[src/rtl/iqfd_pkg.sv]
// Shared types, sizes and arithmetic helpers for the I/Q decimating FIR filter.
// Used by every module of the block; depends on nothing else.
package iqfd_pkg;

  // Storage and field sizes
  localparam int MAX_TAPS    = 128;
  localparam int SAMPLE_BITS = 16;
  localparam int COEF_BITS   = 16;

  localparam int TAP_W   = $clog2(MAX_TAPS);       // tap / memory address bits
  localparam int CNT_W   = TAP_W + 1;              // holds 0..MAX_TAPS
  localparam int PROD_W  = SAMPLE_BITS + COEF_BITS;
  localparam int ACC_W   = PROD_W + TAP_W;         // exact sum of MAX_TAPS products
  localparam int DL_W    = 2 * SAMPLE_BITS;        // one I/Q pair per delay-line word

  // Fixed field widths
  localparam int MODE_W      = 1;
  localparam int COEF_IDX_W  = 7;
  localparam int DEC_W       = 7;
  localparam int TAPCNT_W    = 8;
  localparam int PHASE_W     = 6;
  localparam int DEC_MAX     = 64;
  localparam int CFG_IDX_W   = 2;
  localparam int CFG_DATA_W  = 8;

  // Input tdata layout (lowest bit first)
  localparam int IN_DATA_BITS = 2 * SAMPLE_BITS + COEF_IDX_W + COEF_BITS;
  localparam int IN_DATA_W    = ((IN_DATA_BITS + 7) / 8) * 8;
  localparam int OUT_DATA_W   = ((2 * SAMPLE_BITS + 7) / 8) * 8;

  localparam int SI_LSB = 0;
  localparam int SQ_LSB = SAMPLE_BITS;
  localparam int CI_LSB = 2 * SAMPLE_BITS;
  localparam int CV_LSB = 2 * SAMPLE_BITS + COEF_IDX_W;

  // Item kinds carried on in_tuser
  localparam logic [MODE_W-1:0] MODE_SAMPLE = 1'b0;
  localparam logic [MODE_W-1:0] MODE_COEF   = 1'b1;

  // Configuration register indexes
  localparam logic [CFG_IDX_W-1:0] REG_DECIMATION = 2'd0;
  localparam logic [CFG_IDX_W-1:0] REG_TAP_COUNT  = 2'd1;

  // Rounding and saturation constants at accumulator width plus one
  localparam logic signed [ACC_W:0] RND_HALF =
    {{(ACC_W + 2 - COEF_BITS){1'b0}}, 1'b1, {(COEF_BITS - 2){1'b0}}};
  localparam logic signed [ACC_W:0] SAT_HI =
    {{(ACC_W + 2 - SAMPLE_BITS){1'b0}}, {(SAMPLE_BITS - 1){1'b1}}};
  localparam logic signed [ACC_W:0] SAT_LO =
    {{(ACC_W + 2 - SAMPLE_BITS){1'b1}}, {(SAMPLE_BITS - 1){1'b0}}};

  typedef enum logic [1:0] {
    ST_IDLE,
    ST_MAC,
    ST_DRAIN,
    ST_FINISH
  } iqfd_state_t;

  // Controller to datapath
  typedef struct packed {
    logic             sample_wr;
    logic             coef_wr;
    logic             acc_clr;
    logic             tap_issue;
    logic [TAP_W-1:0] tap_idx;
    logic             out_load;
  } iqfd_cmd_t;

  // Datapath to controller
  typedef struct packed {
    logic busy;
  } iqfd_sts_t;

  // Round to nearest (ties up) and saturate a Q9.30 sum to the sample format
  function automatic logic signed [SAMPLE_BITS-1:0] round_sat(
    input logic signed [ACC_W-1:0] acc
  );
    logic signed [ACC_W:0] r;
    logic signed [ACC_W:0] v;
    r = {acc[ACC_W-1], acc} + RND_HALF;
    v = r >>> (COEF_BITS - 1);
    if (v > SAT_HI) begin
      v = SAT_HI;
    end else if (v < SAT_LO) begin
      v = SAT_LO;
    end
    return v[SAMPLE_BITS-1:0];
  endfunction

endpackage

[src/rtl/iqfd_ctrl.sv]
// Controller of the I/Q decimating FIR: configuration registers, decimation phase,
// tap sequencing and output handshake. Uses iqfd_pkg.
module iqfd_ctrl (
  input  logic                                clk,
  input  logic                                rst_n,
  input  logic                                cfg_we,
  input  logic [iqfd_pkg::CFG_IDX_W-1:0]      cfg_index,
  input  logic [iqfd_pkg::CFG_DATA_W-1:0]     cfg_data,
  input  logic                                in_tvalid,
  output logic                                in_tready,
  input  logic [iqfd_pkg::MODE_W-1:0]         in_mode,
  output logic                                out_tvalid,
  input  logic                                out_tready,
  output iqfd_pkg::iqfd_cmd_t                 cmd,
  input  iqfd_pkg::iqfd_sts_t                 sts
);

  iqfd_pkg::iqfd_state_t state_r, state_nxt;

  logic [iqfd_pkg::DEC_W-1:0]    dec_r;
  logic [iqfd_pkg::TAPCNT_W-1:0] taps_r;
  logic [iqfd_pkg::PHASE_W-1:0]  phase_r, phase_nxt;
  logic [iqfd_pkg::TAP_W-1:0]    tap_cnt_r, tap_cnt_nxt;
  logic                          out_valid_r, out_valid_nxt;

  logic [iqfd_pkg::DEC_W-1:0] dec_eff;
  logic [iqfd_pkg::CNT_W-1:0] taps_eff;
  logic                       accept;
  logic                       accept_sample;
  logic                       emit;
  logic                       tap_last;
  logic                       out_free;

  // Clamp configuration to its working range
  always_comb begin
    if (dec_r == '0) begin
      dec_eff = iqfd_pkg::DEC_W'(1);
    end else if (32'(dec_r) > iqfd_pkg::DEC_MAX) begin
      dec_eff = iqfd_pkg::DEC_W'(iqfd_pkg::DEC_MAX);
    end else begin
      dec_eff = dec_r;
    end
  end

  always_comb begin
    if (taps_r == '0) begin
      taps_eff = iqfd_pkg::CNT_W'(1);
    end else if (32'(taps_r) > iqfd_pkg::MAX_TAPS) begin
      taps_eff = iqfd_pkg::CNT_W'(iqfd_pkg::MAX_TAPS);
    end else begin
      taps_eff = iqfd_pkg::CNT_W'(taps_r);
    end
  end

  assign accept        = in_tvalid && in_tready;
  assign accept_sample = accept && (in_mode == iqfd_pkg::MODE_SAMPLE);
  assign emit          = phase_r == '0;
  assign tap_last      = {1'b0, tap_cnt_r} == (taps_eff - 1'b1);
  assign out_free      = !out_valid_r || out_tready;

  // Configuration writes
  always_ff @(posedge clk) begin
    if (!rst_n) begin
      dec_r  <= iqfd_pkg::DEC_W'(1);
      taps_r <= iqfd_pkg::TAPCNT_W'(iqfd_pkg::MAX_TAPS);
    end else if (cfg_we) begin
      unique case (cfg_index)
        iqfd_pkg::REG_DECIMATION: dec_r  <= cfg_data[iqfd_pkg::DEC_W-1:0];
        iqfd_pkg::REG_TAP_COUNT:  taps_r <= cfg_data[iqfd_pkg::TAPCNT_W-1:0];
        default: ;
      endcase
    end
  end

  // Decimation phase: count on each sample, wrap at the effective factor
  always_comb begin
    phase_nxt = phase_r;
    if (accept_sample) begin
      if ((32'(phase_r) + 1) >= 32'(dec_eff)) begin
        phase_nxt = '0;
      end else begin
        phase_nxt = phase_r + 1'b1;
      end
    end
  end

  // Next state
  always_comb begin
    state_nxt   = state_r;
    tap_cnt_nxt = tap_cnt_r;
    unique case (state_r)
      iqfd_pkg::ST_IDLE: begin
        tap_cnt_nxt = '0;
        if (accept_sample && emit) begin
          state_nxt = iqfd_pkg::ST_MAC;
        end
      end
      iqfd_pkg::ST_MAC: begin
        tap_cnt_nxt = tap_cnt_r + 1'b1;
        if (tap_last) begin
          state_nxt = iqfd_pkg::ST_DRAIN;
        end
      end
      iqfd_pkg::ST_DRAIN: begin
        if (!sts.busy) begin
          state_nxt = iqfd_pkg::ST_FINISH;
        end
      end
      iqfd_pkg::ST_FINISH: begin
        if (out_free) begin
          state_nxt = iqfd_pkg::ST_IDLE;
        end
      end
      default: state_nxt = iqfd_pkg::ST_IDLE;
    endcase
  end

  // Commands to the datapath
  always_comb begin
    cmd       = '0;
    in_tready = 1'b0;
    unique case (state_r)
      iqfd_pkg::ST_IDLE: begin
        in_tready     = 1'b1;
        cmd.coef_wr   = accept && (in_mode == iqfd_pkg::MODE_COEF);
        cmd.sample_wr = accept_sample;
        cmd.acc_clr   = accept_sample;
      end
      iqfd_pkg::ST_MAC: begin
        cmd.tap_issue = 1'b1;
        cmd.tap_idx   = tap_cnt_r;
      end
      iqfd_pkg::ST_DRAIN: ;
      iqfd_pkg::ST_FINISH: begin
        cmd.out_load = out_free;
      end
      default: ;
    endcase
  end

  // Output valid: set on load, drop once taken
  always_comb begin
    if (cmd.out_load) begin
      out_valid_nxt = 1'b1;
    end else if (out_tready) begin
      out_valid_nxt = 1'b0;
    end else begin
      out_valid_nxt = out_valid_r;
    end
  end

  always_ff @(posedge clk) begin
    if (!rst_n) begin
      state_r     <= iqfd_pkg::ST_IDLE;
      phase_r     <= '0;
      tap_cnt_r   <= '0;
      out_valid_r <= 1'b0;
    end else begin
      state_r     <= state_nxt;
      phase_r     <= phase_nxt;
      tap_cnt_r   <= tap_cnt_nxt;
      out_valid_r <= out_valid_nxt;
    end
  end

  assign out_tvalid = out_valid_r;

endmodule

[config.mk]
export PLATFORM = sky130hd
export DESIGN_NAME = iqfd_ctrl
export DESIGN_NICKNAME = d
export VERILOG_FILES = /design/src/rtl/iqfd_pkg.sv /design/src/rtl/iqfd_ctrl.sv
export SDC_FILE = /design/constraint.sdc
export NUM_CORES = 1
export LEC_CHECK = 0
export ABC_CLOCK_PERIOD_IN_PS = 3700
export BUFFER_PORTS_ARGS = -buffer_cell sky130_fd_sc_hd__buf_4
export CAP_MARGIN = 25
export CORE_MARGIN = 3
export CORE_UTILIZATION = 46
export CTS_BUF_LIST = sky130_fd_sc_hd__clkbuf_8
export DETAILED_ROUTE_END_ITERATION = 10
export PLACE_DENSITY = 0.75
export RECOVER_POWER = 100
export SYNTH_ARGS = -nofsm -noshare
export SYNTH_HDL_FRONTEND = slang
export SYNTH_SLANG_ARGS = --single-unit
[constraint.sdc]
create_clock -name clk -period 3.7 [get_ports clk]
set_input_delay 0.37 -clock clk [delete_from_list [all_inputs] [get_ports clk]]
set_output_delay 0.37 -clock clk [all_outputs]
set_load 0.005 [all_outputs]
# ---- Word level (Yosys, flattened, before mapping)
# Index checks and enable logic that the tools add are counted.
dict set report classes {
  add_sub_neg 4
  magnitude_cmp 3
  n_eq_ne 9
  mux 17
  bitwise_logic 1
  reduce_logical 16
}
# operator n
set op_table {}
lappend op_table {{$mux W8} 3}
lappend op_table {{$mux W7} 2}
lappend op_table {{$pmux W7 S2} 1}
lappend op_table {{$eq A7 B8 Y1} 1}
lappend op_table {{$gt A8 B8 Y1 const B} 1}
lappend op_table {{$logic_not A8 Y1} 1}
lappend op_table {{$mux W2} 4}
lappend op_table {{$ne A2 B2 Y1 const B} 4}
lappend op_table {{$pmux W2 S4} 1}
lappend op_table {{$sub A8 B1 Y8 const B} 1}
lappend op_table {{$add A6 B1 Y7 const B} 1}
lappend op_table {{$add A7 B1 Y7 const B} 1}
lappend op_table {{$ge A7 B7 Y1} 1}
lappend op_table {{$gt A7 B7 Y1 const B} 1}
lappend op_table {{$logic_not A7 Y1} 1}
lappend op_table {{$add A6 B1 Y6 const B} 1}
lappend op_table {{$logic_not A6 Y1} 1}
lappend op_table {{$mux W6} 1}
lappend op_table {{$eq A2 B1 Y1 const B} 2}
lappend op_table {{$eq A2 B2 Y1 const B} 2}
lappend op_table {{$logic_and A1 B1 Y1} 4}
lappend op_table {{$logic_not A2 Y1} 2}
lappend op_table {{$mux W1} 4}
lappend op_table {{$reduce_and A2 Y1} 2}
lappend op_table {{6 further kinds} 7}
dict set report totals {
  regBits 31
  output_inout_bits 14
}

# ---- Longest topological paths before layout
# Gate-level depths: netlist of the first run.
dict set report logic_depth {
  depth_word 7
  depth_mapped 11
}

# ---- Least setup slack after synthesis of the first run
# OpenSTA, ideal clock, no wires.
dict set report synth_path {
  path_type {reg2reg}
  start {reg taps_r[3] (netlist name)}
  end {reg state_r[1]}
  setup_time_ns 0.062
  arrival_time_ns 2.588
  required_time_ns 3.638
  path_slack_ns 1.050
  path_stages_with_launch 12
  period_less_slack_ns 2.650
  cell_sequence {dfxtp_1 -> or4_4 -> nor3_1 -> o21ai_0 -> ha_1 -> clkbuf_1 -> xnor2_1 -> xnor2_1 -> nor3_1 -> nand3_1 -> or4_1 -> nand3_1}
}
dict set report synth_via {
  elab_chain_len 7
}
# element line
set synth_lines {}
lappend synth_lines {{start, declared} iqfd_ctrl.sv:21} ;# logic [iqfd_pkg::TAPCNT_W-1:0] taps_r;
lappend synth_lines {{start signal, assigned} iqfd_ctrl.sv:65} ;# taps_r <= iqfd_pkg::TAPCNT_W'(iqfd_pkg::MAX_TAPS);
lappend synth_lines {{start signal, assigned} iqfd_ctrl.sv:69} ;# iqfd_pkg::REG_TAP_COUNT: taps_r <= cfg_data[iqfd_pkg::TAPCNT_W-1:0];
lappend synth_lines {{$gt A8 B8 Y1} iqfd_ctrl.sv:48} ;# end else if (32'(taps_r) > iqfd_pkg::MAX_TAPS) begin
lappend synth_lines {{$mux W8} iqfd_ctrl.sv:48}
lappend synth_lines {{$mux W8 *} iqfd_ctrl.sv:46} ;# if (taps_r == '0) begin
lappend synth_lines {{$sub A8 B1 Y8 *} iqfd_ctrl.sv:58} ;# assign tap_last = {1'b0, tap_cnt_r} == (taps_eff - 1'b1);
lappend synth_lines {{$eq A7 B8 Y1 *} iqfd_ctrl.sv:58}
lappend synth_lines {{$ne A2 B2 Y1 (no source line) *} -}
lappend synth_lines {{$reduce_and A4 Y1 (no source line) *} -}
lappend synth_lines {{end signal, assigned} iqfd_ctrl.sv:154} ;# state_r <= iqfd_pkg::ST_IDLE;
lappend synth_lines {{end signal, assigned} iqfd_ctrl.sv:159} ;# state_r <= state_nxt;
lappend synth_lines {{end, declared} iqfd_ctrl.sv:18} ;# iqfd_pkg::iqfd_state_t state_r, state_nxt;
# Mark *: on every way between the ends. The rest lies on a longest branch, timed or not.
# A chain may end at the register's enable or synchronous reset.

# ---- Worst setup path after layout of the first run
# Same ends and word-level chain as after synthesis.

==> report_table.html, run 1 <==
<table>
<tr><th>Metric</th><th>Value</th></tr>
<tr><th colspan="2">Status</th></tr>
<tr><td>Status</td><td>completed</td></tr>
<tr><th colspan="2">Finish</th></tr>
<tr><td>Share of cells above drive strength 1</td><td>14.63%</td></tr>
<tr><td>Final cell count without fillers</td><td>between 300 and 400</td></tr>
<tr><td>Filler Cells Inserted</td><td>412</td></tr>
<tr><td>Total Nets Final</td><td>318</td></tr>
<tr><td>Register cell area after layout</td><td>620.6 um2</td></tr>
<tr><td>Final Core Density</td><td>around 58%</td></tr>
<tr><td>Number of antenna repair diodes</td><td>0</td></tr>
<tr><td>Area of the multi-input gates</td><td>between 1000 and 1500 um2</td></tr>
<tr><td>Growth of design area from synthesis to finish</td><td>15.96%</td></tr>
<tr><td>Area of all placed cells without fillers</td><td>2427 um2</td></tr>
<tr><th colspan="2">Placement</th></tr>
<tr><td>Number of I/O port buffers</td><td>30</td></tr>
<tr><td>Total placed cells including tap cells</td><td>329</td></tr>
<tr><td>Placed cell areas</td><td>2321 um2</td></tr>
<tr><td>Last weighted congestion value of the routability-driven placer</td><td>0.7905</td></tr>
<tr><td>Setup Slack @ Placement</td><td>0.9564 ns</td></tr>
<tr><td>Post-detail-place hpwl</td><td>between 3 and 4 mm</td></tr>
<tr><th colspan="2">Setup path</th></tr>
<tr><td>Crit end category</td><td>flop</td></tr>
<tr><td>Crit path from</td><td>taps_r[3]$_SDFFE_PN0P_</td></tr>
<tr><td>Path type of the worst setup path</td><td>reg2reg</td></tr>
<tr><td>Critical register-to-register path startpoint</td><td>taps_r[3]$_SDFFE_PN0P_</td></tr>
<tr><td>Category of the worst setup path launch point</td><td>flop</td></tr>
<tr><td>Arrival time worst endpoint</td><td>3.05 ns</td></tr>
<tr><td>Cell depth of the worst flop-to-flop path</td><td>10</td></tr>
<tr><td>Required time at the endpoint of the critical path</td><td>3.93 ns</td></tr>
<tr><td>CP Max Fanout</td><td>9</td></tr>
<tr><th colspan="2">Power</th></tr>
<tr><td>Leakage component of the power</td><td>0.9764 nW</td></tr>
<tr><td>Pwr Density</td><td>427.5 nW/um2</td></tr>
<tr><td>Power consumption</td><td>1.038 mW</td></tr>
<tr><td>Maximum vdd drop</td><td>0.0002560 V</td></tr>
<tr><th colspan="2">Synthesis</th></tr>
<tr><td>Share of the yosys chip area belonging to registers</td><td>29.65%</td></tr>
<tr><td>Number of synthesized register bits</td><td>31</td></tr>
<tr><td>Synthesized area divided by synthesized cell count</td><td>7.929 um2</td></tr>
<tr><td>Share of Yosys cell area claimed by the top area cell type</td><td>29.65%</td></tr>
<tr><td>Number of enable flip-flop cells after synthesis</td><td>0</td></tr>
<tr><td>Most frequently used flop master after synthesis</td><td>sky130_fd_sc_hd__dfxtp_1</td></tr>
<tr><td>Number of warnings printed during yosys synthesis</td><td>0</td></tr>
<tr><td>Cell type with the largest total area after synthesis</td><td>sky130_fd_sc_hd__dfxtp_1</td></tr>
<tr><td>Distinct cells, synth</td><td>49</td></tr>
<tr><td>Synth Cell Area</td><td>2093 um2</td></tr>
<tr><td>Fraction of registers with async set or reset after synthesis</td><td>0%</td></tr>
<tr><td>Cells after synthesis</td><td>about 260</td></tr>
<tr><td>Ranking of synthesized cells by area</td><td>sky130_fd_sc_hd__dfxtp_1, sky130_fd_sc_hd__ha_1, sky130_fd_sc_hd__mux2i_1</td></tr>
<tr><td>Synthesized netlist net count</td><td>296</td></tr>
<tr><th colspan="2">Clocking</th></tr>
<tr><td>Number of hold-repair buffers added at the cts stage</td><td>0</td></tr>
<tr><td>Number of post-CTS setup repair buffers</td><td>0</td></tr>
<tr><td>Total clock buffers created by CTS</td><td>5</td></tr>
<tr><td>Count of cells resized by post-cts repair</td><td>0</td></tr>
<tr><td>CTS tree</td><td>yes</td></tr>
<tr><td>Latest clock arrival within the worst-skew pair</td><td>0.29 ns</td></tr>
<tr><td>Register clock-pin slew on the reported worst setup and hold paths</td><td>around 0.06 ns</td></tr>
<tr><td>Clock net sink count</td><td>31</td></tr>
<tr><td>Longest Clk Path Bufs</td><td>2</td></tr>
<tr><td>H-tree levels</td><td>2</td></tr>
<tr><td>Root buffer selected by CTS</td><td>sky130_fd_sc_hd__clkbuf_8</td></tr>
<tr><th colspan="2">Timing</th></tr>
<tr><td>Hold Fails Final Rpt</td><td>0</td></tr>
<tr><td>Worst slew slack as a fraction of its limit</td><td>between 30% and 40%</td></tr>
<tr><td>Tightest Pin Transition</td><td>around 0.9 ns</td></tr>
<tr><td>Setup slack of the critical path after layout</td><td>about 0.88 ns</td></tr>
<tr><td>Max-slew violation total from the final report</td><td>0</td></tr>
<tr><td>RSZ-0062 raised after global routing</td><td>false</td></tr>
<tr><td>Final critical delay including setup and external delays</td><td>2.816 ns</td></tr>
<tr><td>Final-layout worst hold slack</td><td>~0.33 ns</td></tr>
<tr><td>Final TNS setup</td><td>0 ns</td></tr>
<tr><td>Max Fclk</td><td>355.1 MHz</td></tr>
<tr><td>Setup violators final</td><td>0</td></tr>
<tr><td>Final clock skew</td><td>0.003107 ns</td></tr>
<tr><td>Final clock period utilization by the worst path</td><td>76.12%</td></tr>
<tr><th colspan="2">Min path</th></tr>
<tr><td>Path type of the worst min-delay path</td><td>in2reg</td></tr>
<tr><td>Launch instance of the worst min-delay path</td><td>cfg_data[5]</td></tr>
<tr><td>Worst hold stages</td><td>3</td></tr>
<tr><th colspan="2">Drt</th></tr>
<tr><td>Mean routed wirelength per cell</td><td>13.55 um</td></tr>
<tr><td>Post-detailed-route count of antenna-violating nets</td><td>0</td></tr>
<tr><td>Post-detailed-routing wire length</td><td>4.566 mm</td></tr>
<tr><td>Via count</td><td>1,932</td></tr>
<tr><td>Iteration count of the initial detailed-routing pass</td><td>4</td></tr>
<tr><td>Count of routing violations after the opening detailed-route iteration</td><td>120</td></tr>
<tr><td>Drt drc</td><td>0</td></tr>
<tr><td>Average vias per placed instance</td><td>5.733</td></tr>
<tr><th colspan="2">Flow run</th></tr>
<tr><td>Max Cap Viol</td><td>0</td></tr>
<tr><th colspan="2">Floorplan</th></tr>
<tr><td>Area of the core region</td><td>4202 um2</td></tr>
<tr><td>Site Rows</td><td>23</td></tr>
<tr><td>Width of the chip</td><td>73.46 um</td></tr>
<tr><td>Effective utilization at floorplan</td><td>49.82%</td></tr>
<tr><td>Floorplan die height</td><td>73.46 um</td></tr>
<tr><td>Top Ports</td><td>31</td></tr>
<tr><td>Die outline area</td><td>5396 um2</td></tr>
<tr><th colspan="2">GRT</th></tr>
<tr><td>Global-route wire length before repair</td><td>~8 mm</td></tr>
<tr><td>Most used routing layer in global routing</td><td>met2</td></tr>
<tr><td>Global Route met1 Usage</td><td>around a quarter</td></tr>
<tr><td>Met3 Resource Use GR</td><td>5.062%</td></tr>
<tr><td>Antenna violations before repair</td><td>0</td></tr>
<tr><td>Maximum number of pins on one net before global-route repair</td><td>30</td></tr>
<tr><td>Met2 track demand over resource in global routing</td><td>29.63%</td></tr>
<tr><td>Tot GR Track Use</td><td>a little under a fifth</td></tr>
<tr><td>Via count of the first global-routing pass</td><td>1,792</td></tr>
<tr><td>Overflow after GRT</td><td>0</td></tr>
</table>
[cells in the final DEF (no fill, tap or decap), types with 10 or more instances in the layout]
cell / count
sky130_fd_sc_hd__clkbuf_4: 10
sky130_fd_sc_hd__mux2i_1: 14
sky130_fd_sc_hd__nor2_1: 26
sky130_fd_sc_hd__nand3_1: 12
sky130_fd_sc_hd__ha_1: 15
sky130_fd_sc_hd__dfxtp_1: 31
sky130_fd_sc_hd__buf_4: 19
sky130_fd_sc_hd__a21oi_1: 17
sky130_fd_sc_hd__nor3_1: 10
sky130_fd_sc_hd__nand2_1: 23
[registers in the layout, summed over array words and instances, names as in the netlist]
signal,cells
dec_r,7
out_tvalid,1
phase_r,6
state_r,2
tap_cnt_r,7
taps_r,8
[critical path, cell delays in order (launching register included)]
cell,delay [ns]
sky130_fd_sc_hd__dfxtp_1,0.38
sky130_fd_sc_hd__or4_1,0.62
sky130_fd_sc_hd__nor3_1,0.15
sky130_fd_sc_hd__o21ai_0,0.10
sky130_fd_sc_hd__ha_1,0.31
sky130_fd_sc_hd__xnor2_1,0.17
sky130_fd_sc_hd__xnor2_1,0.13
sky130_fd_sc_hd__nor3_1,0.17
sky130_fd_sc_hd__nand3_1,0.14
sky130_fd_sc_hd__or4_1,0.52
sky130_fd_sc_hd__nand3_1,0.07
[Yosys cell counts, types with 2 or more instances]
cell,instances
sky130_fd_sc_hd__dfxtp_1,31
sky130_fd_sc_hd__nor2_1,26
sky130_fd_sc_hd__nand2_1,23
sky130_fd_sc_hd__a21oi_1,17
sky130_fd_sc_hd__ha_1,15
sky130_fd_sc_hd__mux2i_1,14
sky130_fd_sc_hd__nand3_1,12
sky130_fd_sc_hd__clkbuf_1,10
sky130_fd_sc_hd__nor3_1,10
sky130_fd_sc_hd__inv_1,8
sky130_fd_sc_hd__o21ai_0,8
sky130_fd_sc_hd__and2_1,7
sky130_fd_sc_hd__nor2b_1,6
sky130_fd_sc_hd__or3_1,6
sky130_fd_sc_hd__xnor2_1,6
sky130_fd_sc_hd__nand2b_1,5
sky130_fd_sc_hd__o22ai_1,5
sky130_fd_sc_hd__buf_1,4
sky130_fd_sc_hd__nor4_1,4
sky130_fd_sc_hd__or4_1,4
sky130_fd_sc_hd__nand3b_1,3
sky130_fd_sc_hd__o211ai_1,3
sky130_fd_sc_hd__a211oi_1,2
sky130_fd_sc_hd__a21boi_0,2
sky130_fd_sc_hd__a21o_1,2
sky130_fd_sc_hd__a31oi_1,2
sky130_fd_sc_hd__and4_1,2
sky130_fd_sc_hd__buf_4,2
sky130_fd_sc_hd__nor3b_1,2
sky130_fd_sc_hd__nor4b_1,2
sky130_fd_sc_hd__or2_2,2
sky130_fd_sc_hd__xor2_1,2
[final timing paths]
| path | endpoint | slack, ns |
|---|---|---|
| worst min-delay path | dec_r[5]$_SDFFE_PN0P_ | 0.33 |
| worst max register to register | state_r[1]$_SDFFE_PN0P_ | 0.88 |
| worst max-delay path | state_r[1]$_SDFFE_PN0P_ | 0.88 |
| worst min register to register | phase_r[1]$_SDFFE_PN0P_ | 0.49 |
[per-layer routing]
layer  part of all wire, %  wire, um
met2                    47      2149
met4                   1.2        57
met1                    47      2146
met5                     0         0
met3                   4.7       213
[logic make-up after synthesis]
| logic type | count (synthesis) | synth area share (%) |
|---|---|---|
| muxes | 15 | 7.232 |
| AOI/OAI and AO/OA | 50 | 15.18 |
| DFF | 31 | 29.65 |
| adders and majority gates | 15 | 8.966 |
| xor gates and xnor gates | 8 | 3.347 |
| and+or+nand+nor | 121 | 30.96 |
| buffers and inverters | 24 | 4.662 |
[cell type report]
type	count	area share (%)
flip-flops and latches	31	25.57
repair buffers	31	9.278
multi-input cells	209	56.49
well taps	50	2.577
clock buffers	6	3.402
clock inverters	2	1.443
inverters	8	1.237
[power breakdown]
part	switching (mW)	total, mW	internal, mW	leakage [nW]
sequential	0.0279	0.384	0.356	0.252
combinational	0.175	0.304	0.129	0.664
clock	0.132	0.349	0.218	0.0612
total	0.335	1.04	0.703	0.976
(Power assumes the default switching activity.)
==> run 2, diff against run 1 <==
--- a/config.mk
+++ b/config.mk
@@ -5,7 +5,7 @@
 export SDC_FILE = /design/constraint.sdc
 export NUM_CORES = 1
 export LEC_CHECK = 0
-export ABC_CLOCK_PERIOD_IN_PS = 3700
+export ABC_CLOCK_PERIOD_IN_PS = 2600
 export BUFFER_PORTS_ARGS = -buffer_cell sky130_fd_sc_hd__buf_4
 export CAP_MARGIN = 25
 export CORE_MARGIN = 3
==> constraint.sdc (replaced) <==
create_clock -name clk -period 2.6 [get_ports clk]
set_input_delay 0.26 -clock clk [delete_from_list [all_inputs] [get_ports clk]]
set_output_delay 0.26 -clock clk [all_outputs]
set_load 0.005 [all_outputs]
==> run 2 against run 1 <==
Against the previous run:
- via count up 2.9%
- total power up 44%
- clock skew up 0.0023 ns
- cell area up 5.8%
- global-route usage down 0.34 points
- first-iteration DRC count down 42%
- wire length up 5.4%
- worst setup slack worse by 0.79 ns
- fmax up 12%
- core utilization up 3.4 points
- sequential cell count unchanged
- die area unchanged
- critical path type unchanged
==> report_table.html, run 2 (synthesis results as in run 1) <==
<table>
<tr><th>Metric</th><th>Value</th></tr>
<tr><th colspan="2">GRT</th></tr>
<tr><td>Global Route met1 Usage</td><td>23.81%</td></tr>
<tr><td>Met3 Resource Use GR</td><td>4.241%</td></tr>
<tr><td>Global-route wire length before repair</td><td>7.824 mm</td></tr>
<tr><td>Tot GR Track Use</td><td>18.36%</td></tr>
<tr><td>Via count of the first global-routing pass</td><td>about 1,800</td></tr>
<tr><td>Antenna violations before repair</td><td>0</td></tr>
<tr><td>Overflow after GRT</td><td>0</td></tr>
<tr><td>Maximum number of pins on one net before global-route repair</td><td>30</td></tr>
<tr><td>Most used routing layer in global routing</td><td>met2</td></tr>
<tr><td>Met2 track demand over resource in global routing</td><td>28.74%</td></tr>
<tr><th colspan="2">Setup path</th></tr>
<tr><td>Cell depth of the worst flop-to-flop path</td><td>10</td></tr>
<tr><td>Path type of the worst setup path</td><td>reg2reg</td></tr>
<tr><td>Worst R2R End</td><td>state_r[0]$_SDFFE_PN0P_</td></tr>
<tr><td>Category of the worst setup path launch point</td><td>flop</td></tr>
<tr><td>Critical-path top delay cell</td><td>sky130_fd_sc_hd__or4_4</td></tr>
<tr><td>Crit end category</td><td>flop</td></tr>
<tr><td>Required time at the endpoint of the critical path</td><td>2.83 ns</td></tr>
<tr><td>R2r setup slk</td><td>0.09 ns</td></tr>
<tr><td>Crit path from</td><td>taps_r[5]$_SDFFE_PN0P_</td></tr>
<tr><td>Cells traversed along the worst timing path</td><td>or4_4 &gt; nor3_2 &gt; o21ai_2 &gt; ha_4 &gt; xnor2_2 &gt; xnor2_1 &gt; nor3_1 &gt; nand3_1 &gt; or4_1 &gt; nand3_1</td></tr>
<tr><td>CP Max Fanout</td><td>7</td></tr>
<tr><td>Delay of the slowest critical-path stage</td><td>0.54 ns</td></tr>
<tr><td>Most frequent CP cell</td><td>sky130_fd_sc_hd__nand3_1</td></tr>
<tr><td>Arrival time worst endpoint</td><td>~2.7 ns</td></tr>
<tr><td>Critical register-to-register path startpoint</td><td>taps_r[5]$_SDFFE_PN0P_</td></tr>
<tr><td>Worst setup path end</td><td>state_r[0]$_SDFFE_PN0P_</td></tr>
<tr><th colspan="2">Clocking</th></tr>
<tr><td>Register clock-pin slew on the reported worst setup and hold paths</td><td>0.07 ns</td></tr>
<tr><td>Number of hold-repair buffers added at the cts stage</td><td>0</td></tr>
<tr><td>Clock net sink count</td><td>31</td></tr>
<tr><td>CTS tree</td><td>yes</td></tr>
<tr><td>Total clock buffers created by CTS</td><td>5</td></tr>
<tr><td>Root buffer selected by CTS</td><td>sky130_fd_sc_hd__clkbuf_8</td></tr>
<tr><td>H-tree levels</td><td>2</td></tr>
<tr><td>Latest clock arrival within the worst-skew pair</td><td>0.29 ns</td></tr>
<tr><td>Longest Clk Path Bufs</td><td>2</td></tr>
<tr><th colspan="2">Power</th></tr>
<tr><td>Clock power frac</td><td>33.1%</td></tr>
<tr><td>Switch share</td><td>a little under a third</td></tr>
<tr><td>Leakage component of the power</td><td>1.055 nW</td></tr>
<tr><td>Proportion of power drawn by combinational gates</td><td>30.5%</td></tr>
<tr><td>Maximum vdd drop</td><td>just under 0.0004 V</td></tr>
<tr><td>Pwr Density</td><td>579.8 nW/um2</td></tr>
<tr><td>Cell-internal power</td><td>slightly above 1 mW</td></tr>
<tr><td>Proportion of power drawn by flip-flops and latches</td><td>36.4%</td></tr>
<tr><td>Switching power summed over all nets</td><td>0.4766 mW</td></tr>
<tr><th colspan="2">Placement</th></tr>
<tr><td>Setup Slack @ Placement</td><td>-0.01348 ns</td></tr>
<tr><td>Total placed cells including tap cells</td><td>342</td></tr>
<tr><td>Post-detail-place hpwl</td><td>roughly 3.5 mm</td></tr>
<tr><td>Last weighted congestion value of the routability-driven placer</td><td>0.8242</td></tr>
<tr><td>Number of I/O port buffers</td><td>30</td></tr>
<tr><td>Placed cell areas</td><td>2419 um2</td></tr>
<tr><th colspan="2">Timing</th></tr>
<tr><td>Worst slew slack as a fraction of its limit</td><td>39.60%</td></tr>
<tr><td>Final clock skew</td><td>0.005367 ns</td></tr>
<tr><td>Tightest Pin Transition</td><td>0.9050 ns</td></tr>
<tr><td>Final clock period utilization by the worst path</td><td>96.55%</td></tr>
<tr><td>Final critical delay including setup and external delays</td><td>2.510 ns</td></tr>
<tr><td>Max Fclk</td><td>398.4 MHz</td></tr>
<tr><td>Setup violators final</td><td>0</td></tr>
<tr><td>Max-slew violation total from the final report</td><td>0</td></tr>
<tr><td>Hold Fails Final Rpt</td><td>0</td></tr>
<tr><td>Setup slack of the critical path after layout</td><td>~0.090 ns</td></tr>
<tr><th colspan="2">Floorplan</th></tr>
<tr><td>Effective utilization at floorplan</td><td>49.82%</td></tr>
<tr><td>Area of the core region</td><td>approximately 4200 um2</td></tr>
<tr><td>Top Ports</td><td>31</td></tr>
<tr><td>Width of the chip</td><td>around 73 um</td></tr>
<tr><td>Floorplan die height</td><td>73.46 um</td></tr>
<tr><td>Site Rows</td><td>23</td></tr>
<tr><td>Die outline area</td><td>5396 um2</td></tr>
<tr><th colspan="2">Drt</th></tr>
<tr><td>Drt drc</td><td>0</td></tr>
<tr><td>Iteration count of the initial detailed-routing pass</td><td>5</td></tr>
<tr><td>Via count</td><td>1,988</td></tr>
<tr><td>Mean routed wirelength per cell</td><td>13.71 um</td></tr>
<tr><td>Post-detailed-route count of antenna-violating nets</td><td>0</td></tr>
<tr><td>Post-detailed-routing wire length</td><td>4.811 mm</td></tr>
<tr><td>Average vias per placed instance</td><td>roughly 5.7</td></tr>
<tr><td>Count of routing violations after the opening detailed-route iteration</td><td>70</td></tr>
<tr><th colspan="2">Min path</th></tr>
<tr><td>Path type of the worst min-delay path</td><td>in2reg</td></tr>
<tr><td>Launch instance of the worst min-delay path</td><td>cfg_data[7]</td></tr>
<tr><th colspan="2">Finish</th></tr>
<tr><td>Total Nets Final</td><td>approximately 330</td></tr>
<tr><td>Registers with the most flip-flops</td><td>taps_r (8), dec_r (7), tap_cnt_r (7)</td></tr>
<tr><td>Growth of design area from synthesis to finish</td><td>22.71%</td></tr>
<tr><td>Share of cells above drive strength 1</td><td>20.93%</td></tr>
<tr><td>Largest register FFs</td><td>8</td></tr>
<tr><td>Number of antenna repair diodes</td><td>0</td></tr>
<tr><td>Final cell count without fillers</td><td>351</td></tr>
<tr><td>Most flops, register</td><td>taps_r</td></tr>
<tr><td>Area of all placed cells without fillers</td><td>about 2600 um2</td></tr>
<tr><td>Commonest cells after routing, fill and taps aside</td><td>sky130_fd_sc_hd__buf_4, sky130_fd_sc_hd__dfxtp_1, sky130_fd_sc_hd__nor2_1</td></tr>
<tr><td>Most common cell after layout, fill and taps aside</td><td>sky130_fd_sc_hd__buf_4</td></tr>
<tr><td>Filler Cells Inserted</td><td>385</td></tr>
<tr><th colspan="2">Status</th></tr>
<tr><td>Status</td><td>completed</td></tr>
<tr><th colspan="2">Flow run</th></tr>
<tr><td>Max Cap Viol</td><td>0</td></tr>
</table>
[run 2: layout make-up]
| type | instances | area (um2) | area share [%] |
|---|---|---|---|
| clock buffers | 6 | 82.58 | 3.215 |
| flip-flops and latches | 31 | 621.8 | 24.21 |
| repair buffers | 45 | 326.6 | 12.71 |
| clock inverters | 2 | 35.03 | 1.364 |
| well taps | 50 | 62.56 | 2.435 |
| inverters | 8 | 30.03 | 1.169 |
| multi-input cells | 209 | 1410 | 54.90 |
[run 2: worst max-delay path, delay by kind of cell, from the launching register on]
kind / cells / cell delay [ns]
XOR/XNOR: 2 / 0.26
adder cells (fa/ha/maj): 1 / 0.19
flip-flops: 1 / 0.31
AO/OA/AOI/OAI: 1 / 0.09
AND/OR/NAND/NOR: 6 / 1.61
[run 2: metrics by stage]
stage | TNS (ns) | hold WS, ns | utilization (%) | power [mW]
final | 0 | 0.2115 | 61.14 | 1.489
after global routing | -0.05384 | 0.2230 | 61.14 | 1.564
after CTS | 0 | 0.2070 | 60.42 | 1.500
after detailed placement | -0.01898 | 0.4684 | 57.56 | 1.008
after global placement | 0 | 0.4644 | 57.56 | 0.9958
after floorplan | 0 | 0.3885 | - | 0.8556
[run 2: worst min-delay path by stage]
stage                        endpoint  slack, ns  depth (start not counted)
2_1_floorplan   dec_r[0]$_SDFFE_PN1P_       0.39                          2
3_3_place_gp    dec_r[0]$_SDFFE_PN1P_       0.46                          2
3_5_place_dp    dec_r[0]$_SDFFE_PN1P_       0.47                          2
4_1_cts        taps_r[7]$_SDFFE_PN1P_       0.21                          2
5_1_grt         dec_r[3]$_SDFFE_PN0P_       0.22                          3
6_report       taps_r[7]$_SDFFE_PN1P_       0.21                          3
[run 2: metal layers]
| metal | wire (um) | part of all wire, % | vias to the layer above |
|---|---|---|---|
| met3 | 207 | 4.3 | 7 |
| met2 | 2270 | 47 | 44 |
| met1 | 2254 | 47 | 917 |
| li1 | - | - | 1020 |
| met4 | 78 | 1.6 | 0 |
| met5 | 0 | 0 | - |
[run 2: power groups by stage]
stage                     Clock [mW]  Combinational, mW  Sequential (mW)
after floorplan                    0              0.318            0.537
after global placement             0              0.446            0.550
after detailed placement           0              0.456            0.553
after CTS                      0.498              0.460            0.542
after global routing           0.515              0.502            0.547
final                          0.492              0.454            0.543
[run 2: repair_timing]
action	in CTS	in global routing
gates resized for setup	1	8
endpoints found under the setup margin	2	8
setup buffers	0	1
pin swaps	0	3
